## config.mk

```make
export PLATFORM = sky130hd
export DESIGN_NAME = sensor_window_average_monitor
export DESIGN_NICKNAME = d
export VERILOG_FILES = /design/src/rtl/swam_pkg.sv /design/src/rtl/swam_window.sv /design/src/rtl/sensor_window_average_monitor.sv
export SDC_FILE = /design/constraint.sdc
export NUM_CORES = 2
export LEC_CHECK = 0
export ABC_AREA = 1
export BUFFER_PORTS_ARGS = -buffer_cell sky130_fd_sc_hd__buf_4
export CORE_ASPECT_RATIO = 1.4
export CORE_MARGIN = 2
export CORE_UTILIZATION = 50
export CTS_CLUSTER_DIAMETER = 40
export DETAILED_ROUTE_END_ITERATION = 7
export GPL_ROUTABILITY_DRIVEN = 0
export PLACE_DENSITY = 0.66
export SLEW_MARGIN = 10
export SYNTH_ARGS = -nofsm -noshare
export SYNTH_HDL_FRONTEND = slang
export SYNTH_SLANG_ARGS = --single-unit
```

## constraint.sdc

```tcl
create_clock -name clk -period 8.97 [get_ports clk]
set_clock_uncertainty 0.05 [all_clocks]
set_input_delay 0.4485 -clock clk [delete_from_list [all_inputs] [get_ports clk]]
set_output_delay 0.4485 -clock clk [all_outputs]
set_load 0.05 [all_outputs]
```

## src/rtl/swam_pkg.sv

```systemverilog
// ----------------------------------------------------------------------------
// swam_pkg
// Shared types and constants for the sensor window average monitor.
// ----------------------------------------------------------------------------
package swam_pkg;

	localparam int TABLE_DEPTH   = 16;
	localparam int WINDOW_LENGTH = 5;

	localparam int SLOT_W   = (TABLE_DEPTH > 1) ? $clog2(TABLE_DEPTH) : 1;
	localparam int CNT_W    = $clog2(WINDOW_LENGTH + 1);
	localparam int WIN_DEPTH = TABLE_DEPTH * WINDOW_LENGTH;
	localparam int WIN_AW   = (WIN_DEPTH > 1) ? $clog2(WIN_DEPTH) : 1;

	// window sum, its magnitude and the reciprocal divide
	localparam int SUM_W  = 17 + $clog2(WINDOW_LENGTH);
	localparam int MAG_W  = SUM_W - 1;
	localparam int SH     = MAG_W;
	localparam int PROD_W = MAG_W + SH + 1;
	localparam logic [SH:0] RECIP = (SH + 1)'((64'd1 << SH) / WINDOW_LENGTH);

	localparam int CFG_IDX_W = 8;
	localparam logic [CFG_IDX_W-1:0] CFG_MIN_THRESHOLD = 8'd0;
	localparam logic [CFG_IDX_W-1:0] CFG_MAX_THRESHOLD = 8'd1;

	localparam logic FUNC_MAP    = 1'b0;
	localparam logic FUNC_SAMPLE = 1'b1;

	localparam logic [2:0] ST_MAPPED    = 3'd0;
	localparam logic [2:0] ST_DUPLICATE = 3'd1;
	localparam logic [2:0] ST_FULL      = 3'd2;
	localparam logic [2:0] ST_UNMAPPED  = 3'd3;
	localparam logic [2:0] ST_STORED    = 3'd4;

	typedef struct packed {
		logic               func;
		logic [15:0]        probe_id;
		logic [15:0]        room;
		logic signed [15:0] sample_value;
		logic [31:0]        sample_time;
	} req_t;

	typedef struct packed {
		logic [2:0]         status;
		logic [15:0]        room_of_sensor;
		logic signed [15:0] average;
		logic               average_valid;
		logic               too_hot;
		logic               too_cold;
		logic [31:0]        last_time;
	} rsp_t;

	typedef struct packed {
		logic               en;
		logic [WIN_AW-1:0]  addr;
		logic signed [15:0] data;
	} win_wr_t;

	typedef struct packed {
		logic              start;
		logic [WIN_AW-1:0] base;
	} win_cmd_t;

	typedef struct packed {
		logic               done;
		logic signed [15:0] avg;
	} win_res_t;

endpackage

```

## src/rtl/swam_window.sv

```systemverilog
// ----------------------------------------------------------------------------
// swam_window
// Sample ring storage for all slots, with a sequential window sum and a
// divide by the window length, truncated toward zero.
// ----------------------------------------------------------------------------
module swam_window import swam_pkg::*; (
	input  logic     clk,
	input  logic     arst_n,
	input  win_wr_t  wr,
	input  win_cmd_t cmd,
	output win_res_t res
);

	localparam logic [2:0] P_IDLE  = 3'd0;
	localparam logic [2:0] P_READ  = 3'd1;
	localparam logic [2:0] P_DRAIN = 3'd2;
	localparam logic [2:0] P_MUL   = 3'd3;
	localparam logic [2:0] P_FIX   = 3'd4;
	localparam logic [2:0] P_DONE  = 3'd5;

	logic signed [15:0] mem [WIN_DEPTH];

	logic [2:0]         ph_q;
	logic [WIN_AW-1:0]  rd_addr_q;
	logic [CNT_W-1:0]   issue_q;
	logic               rd_vld_q;
	logic signed [15:0] rd_data_q;
	logic signed [SUM_W-1:0] acc_q;
	logic [MAG_W-1:0]   mag_q;
	logic               neg_q;
	logic [PROD_W-1:0]  prod_q;
	logic signed [15:0] avg_q;

	logic [MAG_W-1:0] mag;
	logic [MAG_W-1:0] q_est;
	logic [MAG_W-1:0] rem;
	logic [MAG_W-1:0] q_fix;

	always_comb begin
		mag   = acc_q[SUM_W-1] ? MAG_W'(-acc_q) : MAG_W'(acc_q);
		q_est = prod_q[SH +: MAG_W];
		rem   = mag_q - MAG_W'(q_est * WINDOW_LENGTH);
		// reciprocal estimate is low by at most one
		q_fix = q_est + MAG_W'(rem >= MAG_W'(WINDOW_LENGTH));
	end

	always_ff @(posedge clk) begin
		if (wr.en) begin
			mem[wr.addr] <= wr.data;
		end
		if (ph_q == P_READ) begin
			rd_data_q <= mem[rd_addr_q];
		end
	end

	always_ff @(posedge clk or negedge arst_n) begin
		if (!arst_n) begin
			ph_q     <= P_IDLE;
			rd_vld_q <= 1'b0;
			issue_q  <= '0;
		end else begin
			rd_vld_q <= (ph_q == P_READ);
			case (ph_q)
				P_IDLE: begin
					if (cmd.start) begin
						issue_q <= '0;
						ph_q    <= P_READ;
					end
				end
				P_READ: begin
					issue_q <= issue_q + 1'b1;
					if (issue_q == CNT_W'(WINDOW_LENGTH - 1)) begin
						ph_q <= P_DRAIN;
					end
				end
				P_DRAIN: ph_q <= P_MUL;
				P_MUL:   ph_q <= P_FIX;
				P_FIX:   ph_q <= P_DONE;
				P_DONE:  ph_q <= P_IDLE;
				default: ph_q <= P_IDLE;
			endcase
		end
	end

	always_ff @(posedge clk) begin
		if (ph_q == P_IDLE && cmd.start) begin
			rd_addr_q <= cmd.base;
			acc_q     <= '0;
		end else begin
			if (ph_q == P_READ) begin
				rd_addr_q <= rd_addr_q + 1'b1;
			end
			if (rd_vld_q) begin
				acc_q <= acc_q + SUM_W'(rd_data_q);
			end
		end
		if (ph_q == P_MUL) begin
			mag_q  <= mag;
			neg_q  <= acc_q[SUM_W-1];
			prod_q <= PROD_W'(mag) * PROD_W'(RECIP);
		end
		if (ph_q == P_FIX) begin
			avg_q <= neg_q ? 16'(-q_fix) : 16'(q_fix);
		end
	end

	assign res.done = (ph_q == P_DONE);
	assign res.avg  = avg_q;

endmodule

```

## src/rtl/sensor_window_average_monitor.sv

```systemverilog
// ----------------------------------------------------------------------------
// sensor_window_average_monitor
// Maps sensors to rooms and keeps a moving average per sensor. One item is
// taken at a time: req_stall stays high from the accepted beat until its
// result is loaded into the output register. Every item scans the whole slot
// table, one entry per cycle. A sample that completes its window also reads
// the ring one sample per cycle and runs the divide by the window length.
// Thresholds are to be written through the cfg port only while idle, a rule
// the user keeps; the block itself leaves it unenforced.
// ----------------------------------------------------------------------------
module sensor_window_average_monitor import swam_pkg::*; (
	input  logic                 clk,
	input  logic                 arst_n,
	input  logic                 req_valid,
	output logic                 req_stall,
	input  req_t                 req,
	output logic                 rsp_valid,
	input  logic                 rsp_stall,
	output rsp_t                 rsp,
	input  logic                 cfg_valid,
	output logic                 cfg_ready,
	input  logic [CFG_IDX_W-1:0] cfg_index,
	input  logic [15:0]          cfg_data
);

	localparam logic [2:0] S_IDLE   = 3'd0;
	localparam logic [2:0] S_SCAN   = 3'd1;
	localparam logic [2:0] S_DECIDE = 3'd2;
	localparam logic [2:0] S_SUM    = 3'd3;
	localparam logic [2:0] S_OUT    = 3'd4;

	logic [2:0]  state_q;
	logic signed [15:0] min_thr_q;
	logic signed [15:0] max_thr_q;

	logic              valid_q  [TABLE_DEPTH];
	logic [15:0]       sensor_q [TABLE_DEPTH];
	logic [15:0]       room_q   [TABLE_DEPTH];
	logic [31:0]       time_q   [TABLE_DEPTH];
	logic [CNT_W-1:0]  pos_q    [TABLE_DEPTH];
	logic [CNT_W-1:0]  cnt_q    [TABLE_DEPTH];

	req_t              req_q;
	rsp_t              res_q;
	rsp_t              rsp_q;
	logic              rsp_valid_q;
	logic [SLOT_W-1:0] scan_q;
	logic [SLOT_W-1:0] slot_q;
	logic [SLOT_W-1:0] free_q;
	logic              found_q;
	logic              free_found_q;

	logic              hit;
	logic [CNT_W-1:0]  p_use;
	logic [CNT_W-1:0]  p_next;
	logic [CNT_W-1:0]  pos_new;
	logic [CNT_W-1:0]  cnt_new;
	logic              win_full;
	logic              store;
	logic [WIN_AW-1:0] slot_base;
	rsp_t              dec_res;
	rsp_t              avg_res;

	win_wr_t  win_wr;
	win_cmd_t win_cmd;
	win_res_t win_res;

	always_comb begin
		hit       = valid_q[scan_q] && (sensor_q[scan_q] == req_q.probe_id);
		p_use     = (pos_q[slot_q] >= CNT_W'(WINDOW_LENGTH)) ? '0 : pos_q[slot_q];
		p_next    = p_use + 1'b1;
		pos_new   = (p_next >= CNT_W'(WINDOW_LENGTH)) ? '0 : p_next;
		cnt_new   = (cnt_q[slot_q] < CNT_W'(WINDOW_LENGTH)) ? cnt_q[slot_q] + 1'b1
			: cnt_q[slot_q];
		win_full  = (cnt_new >= CNT_W'(WINDOW_LENGTH));
		store     = (state_q == S_DECIDE) && (req_q.func == FUNC_SAMPLE) && found_q;
		slot_base = WIN_AW'(slot_q * WINDOW_LENGTH);

		win_wr.en     = store;
		win_wr.addr   = slot_base + WIN_AW'(p_use);
		win_wr.data   = req_q.sample_value;
		win_cmd.start = store && win_full;
		win_cmd.base  = slot_base;
	end

	// result of the table decision, and the same with the average folded in
	always_comb begin
		dec_res = '0;
		if (req_q.func == FUNC_MAP) begin
			if (found_q) begin
				dec_res.status         = ST_DUPLICATE;
				dec_res.room_of_sensor = room_q[slot_q];
				dec_res.last_time      = time_q[slot_q];
			end else if (!free_found_q) begin
				dec_res.status = ST_FULL;
			end else begin
				dec_res.status         = ST_MAPPED;
				dec_res.room_of_sensor = req_q.room;
			end
		end else if (!found_q) begin
			dec_res.status = ST_UNMAPPED;
		end else begin
			dec_res.status         = ST_STORED;
			dec_res.room_of_sensor = room_q[slot_q];
			dec_res.last_time      = req_q.sample_time;
		end

		avg_res               = res_q;
		avg_res.average       = win_res.avg;
		avg_res.average_valid = 1'b1;
		avg_res.too_hot       = (win_res.avg > max_thr_q);
		avg_res.too_cold      = (win_res.avg < min_thr_q);
	end

	swam_window u_window (
		.clk    (clk),
		.arst_n (arst_n),
		.wr     (win_wr),
		.cmd    (win_cmd),
		.res    (win_res)
	);

	// control, thresholds and per-slot counters
	always_ff @(posedge clk or negedge arst_n) begin
		if (!arst_n) begin
			state_q      <= S_IDLE;
			min_thr_q    <= 16'sh8000;
			max_thr_q    <= 16'sh7FFF;
			rsp_valid_q  <= 1'b0;
			scan_q       <= '0;
			found_q      <= 1'b0;
			free_found_q <= 1'b0;
			for (int i = 0; i < TABLE_DEPTH; i++) begin
				valid_q[i] <= 1'b0;
				time_q[i]  <= '0;
				pos_q[i]   <= '0;
				cnt_q[i]   <= '0;
			end
		end else begin
			if (cfg_valid && cfg_ready) begin
				if (cfg_index == CFG_MIN_THRESHOLD) begin
					min_thr_q <= cfg_data;
				end else if (cfg_index == CFG_MAX_THRESHOLD) begin
					max_thr_q <= cfg_data;
				end
			end
			if (state_q == S_OUT && (!rsp_valid_q || !rsp_stall)) begin
				rsp_valid_q <= 1'b1;
			end else if (!rsp_stall) begin
				rsp_valid_q <= 1'b0;
			end
			case (state_q)
				S_IDLE: begin
					if (req_valid) begin
						scan_q       <= '0;
						found_q      <= 1'b0;
						free_found_q <= 1'b0;
						state_q      <= S_SCAN;
					end
				end
				S_SCAN: begin
					if (hit && !found_q) begin
						found_q <= 1'b1;
					end
					if (!valid_q[scan_q] && !free_found_q) begin
						free_found_q <= 1'b1;
					end
					scan_q <= scan_q + 1'b1;
					if (scan_q == SLOT_W'(TABLE_DEPTH - 1)) begin
						state_q <= S_DECIDE;
					end
				end
				S_DECIDE: begin
					state_q <= S_OUT;
					if (req_q.func == FUNC_MAP) begin
						if (!found_q && free_found_q) begin
							valid_q[free_q] <= 1'b1;
							time_q[free_q]  <= '0;
							pos_q[free_q]   <= '0;
							cnt_q[free_q]   <= '0;
						end
					end else if (found_q) begin
						pos_q[slot_q]  <= pos_new;
						cnt_q[slot_q]  <= cnt_new;
						time_q[slot_q] <= req_q.sample_time;
						if (win_full) begin
							state_q <= S_SUM;
						end
					end
				end
				S_SUM: begin
					if (win_res.done) begin
						state_q <= S_OUT;
					end
				end
				S_OUT: begin
					if (!rsp_valid_q || !rsp_stall) begin
						state_q <= S_IDLE;
					end
				end
				default: state_q <= S_IDLE;
			endcase
		end
	end

	// payload: request copy, table ids and rooms, result
	always_ff @(posedge clk) begin
		case (state_q)
			S_IDLE: begin
				if (req_valid) begin
					req_q <= req;
				end
			end
			S_SCAN: begin
				if (hit && !found_q) begin
					slot_q <= scan_q;
				end
				if (!valid_q[scan_q] && !free_found_q) begin
					free_q <= scan_q;
				end
			end
			S_DECIDE: begin
				res_q <= dec_res;
				if (req_q.func == FUNC_MAP && !found_q && free_found_q) begin
					sensor_q[free_q] <= req_q.probe_id;
					room_q[free_q]   <= req_q.room;
				end
			end
			S_SUM: begin
				if (win_res.done) begin
					res_q <= avg_res;
				end
			end
			S_OUT: begin
				if (!rsp_valid_q || !rsp_stall) begin
					rsp_q <= res_q;
				end
			end
			default: ;
		endcase
	end

	assign req_stall = (state_q != S_IDLE);
	assign rsp_valid = rsp_valid_q;
	assign rsp       = rsp_q;
	assign cfg_ready = 1'b1;

	// a window sum only follows the store of a sample to a mapped sensor
	a_sum_start: assert property (@(posedge clk) disable iff (!arst_n)
		win_cmd.start |-> (found_q && req_q.func == FUNC_SAMPLE))
		else $error("window sum started without a mapped sample");

	// the averaging unit finishes only while the sequencer waits for it
	a_done_in_sum: assert property (@(posedge clk) disable iff (!arst_n)
		win_res.done |-> (state_q == S_SUM))
		else $error("window result outside of sum wait");

	// a matched slot is a live table entry
	a_slot_live: assert property (@(posedge clk) disable iff (!arst_n)
		(state_q == S_DECIDE && found_q) |-> valid_q[slot_q])
		else $error("matched slot is not valid");

	// an average is only reported on a stored sample beat
	a_avg_status: assert property (@(posedge clk) disable iff (!arst_n)
		(rsp_valid && rsp.average_valid) |-> (rsp.status == ST_STORED))
		else $error("average reported on a non-sample beat");

endmodule

```

# == Word-level counts from Yosys, hierarchy flattened ==
# Memories as Yosys holds them, arrays and structs flattened. A register that Yosys moved wholly into a read port is not among the register bits.
# Index checks and enable logic that the tools add are counted.
# totals
register_bits,1001
ramBits,1792
out_inout_bits,73
n_memories,3
# memory_table
memory,depth,width,rd,rd_clocked_by_memory_dff,wr,line,text
u_window.mem,80,16,1,1,1,swam_window.sv:21,logic signed [15:0] mem [WIN_DEPTH];
room_q,16,16,1,1,1,sensor_window_average_monitor.sv:38,logic [15:0] room_q [TABLE_DEPTH];
sensor_q,16,16,1,0,1,sensor_window_average_monitor.sv:37,logic [15:0] sensor_q [TABLE_DEPTH];
# op_classes
add_sub_neg,11
n_mul,3
n_lt_le_gt_ge,12
n_eq_ne,23
n_mux,80
n_bitwise,12
reduce_logical,44
# ops
cell,n
512-bit two-way mux,3
512-bit AND,1
512-bit bitwise mux,1
512-bit inverter,1
48-bit two-way mux,6
32-bit demux with 4-bit select,2
32-bit two-way mux,7
70-bit one-hot mux with 2 select lines,1
32-bit binary-select mux with 4-bit select,1
48-bit AND,2
48-bit bitwise mux,2
3-bit two-way mux,20
51-bit two-way mux,1
16-bit two-way mux,3
48-bit inverter,1
19-bit two-way mux,2
19-bit by 17-bit multiplier with 36-bit output (second input constant),1
3-bit one-hot mux with 5 select lines,2
3-bit binary-select mux with 4-bit select,2
3-bit demux with 4-bit select,2
20-bit by 16-bit adder with 20-bit output,1
2-bit AND reduction,10
19-bit by 3-bit greater-or-equal comparator with 1-bit output (second input constant),1
17-bit by 3-bit multiplier with 19-bit output (second input constant),1
other kinds (45),111

# == Depth between registers and ports, before layout ==
# depth
word_depth,12
depth_mapped,34
depth_no_buf,34

# == By module ==
# From an unflattened synthesis, not the netlist that was laid out.
# hier_totals
cells_unflattened,10830
area_unflattened_um2,122373.6
# by_module_without_submodules
module,instances,cells_per_inst,area_each_um2,seq_area_each_um2
swam_window,1,5396,63558.5,41294.6
sensor_window_average_monitor,1,5434,58815.2,39017.4

# == Worst setup path after synthesis ==
# Ideal clock, no wire load.
# synth_path
path_kind,reg2reg
startpoint,reg u_window.acc_q[0]
endpoint,reg u_window.prod_q[31] (data pin)
setup_ps,258
t_arrival_ps,5990
required_time_ps,8662
path_slack_ps,2672
path_stages_with_launch,28
synth_period_minus_slack_ps,6298
cell_sequence,dfxtp_1 inv_1 ha_1 inv_1 nor3_1 nand2_1 nor3_1 nand4_1 nand2_1 o21a_1 o21ai_0 xor2_1 ha_1 inv_1 ha_1 fa_1 fa_1 fa_1 inv_1 fa_1 inv_1 ha_1 nand2_1 nor3_1 nand4_1 o21ai_0 a21oi_1 xnor2_1
# synth_via
elab_chain_cells,3
# synth_lines
element,line,text
start: declaration,swam_window.sv:28,logic signed [SUM_W-1:0] acc_q;
start signal: assignment,swam_window.sv:94,acc_q <= acc_q + SUM_W'(rd_data_q);
19-bit negation,swam_window.sv:40,mag = acc_q[SUM_W-1] ? MAG_W'(-acc_q) : MAG_W'(acc_q);
19-bit two-way mux,swam_window.sv:40,
via u_window.mag[18],swam_window.sv:34,logic [MAG_W-1:0] mag;
19-bit by 17-bit multiplier with 36-bit output,swam_window.sv:100,prod_q <= PROD_W'(mag) * PROD_W'(RECIP);
end signal: assignment,swam_window.sv:100,
end: declaration,swam_window.sv:31,logic [PROD_W-1:0] prod_q;
# The timed path passes the listed nets, and every way through them passes these cells.
# A chain may end at the register's enable or synchronous reset.

# == Worst setup path in the final report ==
# Same ends and word-level chain as after synthesis.

==> impl_metrics.ini <==
[worst_setup_path]
cp_max_fo = 7
crit_type = flop to flop
required_ns = 9.53
critPathLaunchType = flop
crit_path_end_kind = flop
worstPathArrival_ns = 8.03

[sta]
setup_viol = 0
hold_viol_final = 0
fin_crit_ns = 7.47
hold_ws_ns = 0.0847
max_slew_margin_pct = 15.2
layout_setup_ws_ns = 1.50
drv_slew = 0
worst_pin_slew_ns = 1.27
finalCritPeriodShare_pct = 83.3
max_freq_mhz = 134
rsz0062_at_grt = no
tns_ns = 0

[status]
status = complete, but fails checks
violations = design-rule violations

[die]
core_area_um2 = 243000
fp.dieArea_um2 = 248000
die_w_um = 422
boundaryPins = 183
std_cell_rows = 214
start_util_pct = 50.3
die_y_um = 589

[synthesis]
syn_inst = 10800
synth_seq_area_share_pct = 65.8
ys_ff_latch = 2794
synth-adder-area-share_pct = 4.47
yosys_warnings = 0
netlist_area_um2 = 122000
async_reset_ff_share_pct = 24.1
synth-xor-area-share_pct = 0.624
synth_ff_type = edfxtp_1
synth_compound_area_share_pct = 13.4
synth_cell_types = 61
synth_top_family_by_area = compound AO/OA/AOI/OAI gates
synthSimpleGateAreaFrac_pct = 9.93
synth_edf_count = 2097
syn-num-nets = 11200
syn_avg_cell_area_um2 = 11.3
yosys-mux-area-fraction_pct = 0

[cells_and_area]
synthToLayoutAreaGrowth_pct = 13.4
final_core_util_pct = 57.0
final_cell_area_um2 = 138000
fin_nets = 11400
instances_no_fill = 14500
mostFrequentLayoutCells = edfxtp_1, nor2_1, nand2_1
nFillCells = 19600
seqCellArea_um2 = 80300
drive_gt1_share_pct = 9.45
multi_input_area_um2 = 35000
final_common_cell = edfxtp_1

[global_routing]
grt_pass1_wl_mm = 527
antenna_found_initial = 4
grt_max_degree = 191
grt-ovfl-total = 0
grt_use_total_pct = 27.7
grt_pass1_vias = 86800

[placed_design]
post-place-ws_ns = 1.59
dp_cells = 13800
placed_area_um2 = 127000
portBuffers = 181
place_hpwl_mm = 202

[power]
vdd_drop_max_uv = 159
leakagePower_nw = 52.1
power_density_nw_per_um2 = 196
fin_total_pwr_mw = 27.1

[clock_network]
cts_made_buffers = 320
cts.sinks = 2794
h-tree-depth = 5
tritoncts = done
insertion_delay_ns = 0.89
cts_resized = 0
clkSlewWorstSetupHoldPaths_ns = 0.06
cts_root_buffer = clkbuf_16
clockBufferDepth = 4

[routing]
dr_total_vias = 86600
final_antenna_net_count = 0
drt-total-wl_mm = 351
first_iter_violations = 9238
wl_per_cell_um = 24.3
drt-pass1-iter-count = 8
viasPerCell = 5.99
drc_errors = 2

[worst_hold_path]
hold_class = input port to flop

[run]
maxCapViolCount = 0
cell usage after synthesis (7+ instances only):
cell type	instances	area share, %
o21ai_0	1198	4.9
nand3_1	325	1.3
nor3_1	37	0.15
buf_6	19	0.18
o22ai_1	862	4.4
inv_1	1085	3.3
dfxtp_1	24	0.39
a31oi_1	32	0.16
buf_1	35	0.11
o211ai_1	88	0.54
a221oi_1	7	0.050
fa_1	120	2.0
nor2_4	7	0.065
a22oi_1	55	0.34
nand2_1	1230	3.8
dfstp_2	16	0.34
buf_2	186	0.76
o21bai_1	27	0.17
xor2_1	61	0.44
buf_4	21	0.13
a22o_1	24	0.17
xnor2_1	26	0.19
ha_1	244	2.5
nor2_1	1308	4.0
clkbuf_1	368	1.1
a21o_1	15	0.092
a21oi_1	202	0.83
o21ai_1	43	0.18
edfxtp_1	2097	52
nand2_2	8	0.041
nand4_1	60	0.31
o22ai_2	10	0.10
dfrtp_1	657	13
o221ai_1	148	1.1
inv_2	35	0.11
kinds of logic after synthesis:
kind of cell / Yosys count
AND/OR/NAND/NOR: 3008
buffers and inverters: 1756
AO/OA/AOI/OAI: 2757
other: 1
XOR/XNOR: 87
flip-flops: 2794
adder cells (fa/ha/maj): 364
final timing paths:
kind / start / cells past startpoint / end / slack [ns]
max: u_window.acc_q[0] / 26 / u_window.prod_q[31] / 1.50
min: cfg_valid / 5 / max_thr_q[7] / 0.08
max reg2reg: u_window.acc_q[0] / 26 / u_window.prod_q[31] / 1.50
min reg2reg: res_q[33] / 0 / rsp[33] / 0.35
max in group asynchronous: arst_n / 4 / scan_q[0] / 6.30
min in group asynchronous: arst_n / 2 / time_q[500] / 0.10
flip-flops by register name, summed over array words and instances (netlist names), 51 cells and up, named ones only:
| register | flops |
|---|---|
| u_window.mem | 1280 |
| req_q | 81 |
| avg_res | 51 |
| sensor_q | 256 |
| time_q | 512 |
| rsp | 70 |
| room_q | 256 |
critical path, cell delays in order, from the launching register on:
cell	delay (ns)
dfxtp_1	0.38
inv_1	0.13
ha_1	0.15
inv_1	0.05
nor3_1	0.19
nand2_1	0.12
nor3_1	0.34
nand4_1	0.15
nand2_1	0.12
o21a_1	0.17
o21ai_0	0.11
xor2_1	0.50
ha_1	0.41
ha_1	0.35
fa_1	0.50
fa_1	0.54
inv_1	0.05
fa_1	0.48
inv_1	0.05
fa_1	0.43
ha_1	0.40
nand2_1	0.14
nor3_1	0.40
nand4_1	0.13
o21ai_0	0.53
a21oi_1	0.16
xnor2_1	0.16
report_power, final:
group / switching, mW / total [mW] / leakage [nW] / internal [mW]
logic: 0.108 / 0.186 / 18.7 / 0.0779
clock network: 5.45 / 13.1 / 5.16 / 7.70
registers: 0.00380 / 13.8 / 28.2 / 13.8
total: 5.56 / 27.1 / 52.1 / 21.5
layout make-up:
type                    instances  share of cell area, %
repair buffers                499                   2.96
inverters                    1126                   3.07
diodes                          2                0.00362
clock inverters               200                   1.60
multi-input cells            6217                   25.3
flip-flops and latches       2794                   58.1
clock buffers                 375                   6.13
well taps                    3240                   2.93
per-layer routing:
layer  GRT usage (%)  up-vias  share of wire, %
met5               0        -            0.0037
met4            15.6        2               6.1
met3            4.18     1065               7.6
met1            34.0    42800                37
li1                -    38500                 -
met2            47.0     4205                49
timing repair:
action                                 CTS  global route
hold buffers                            99             0
endpoints found under the hold margin  189             0
buffers inserted                         0             0
Power figures use the tool's default switching activity.
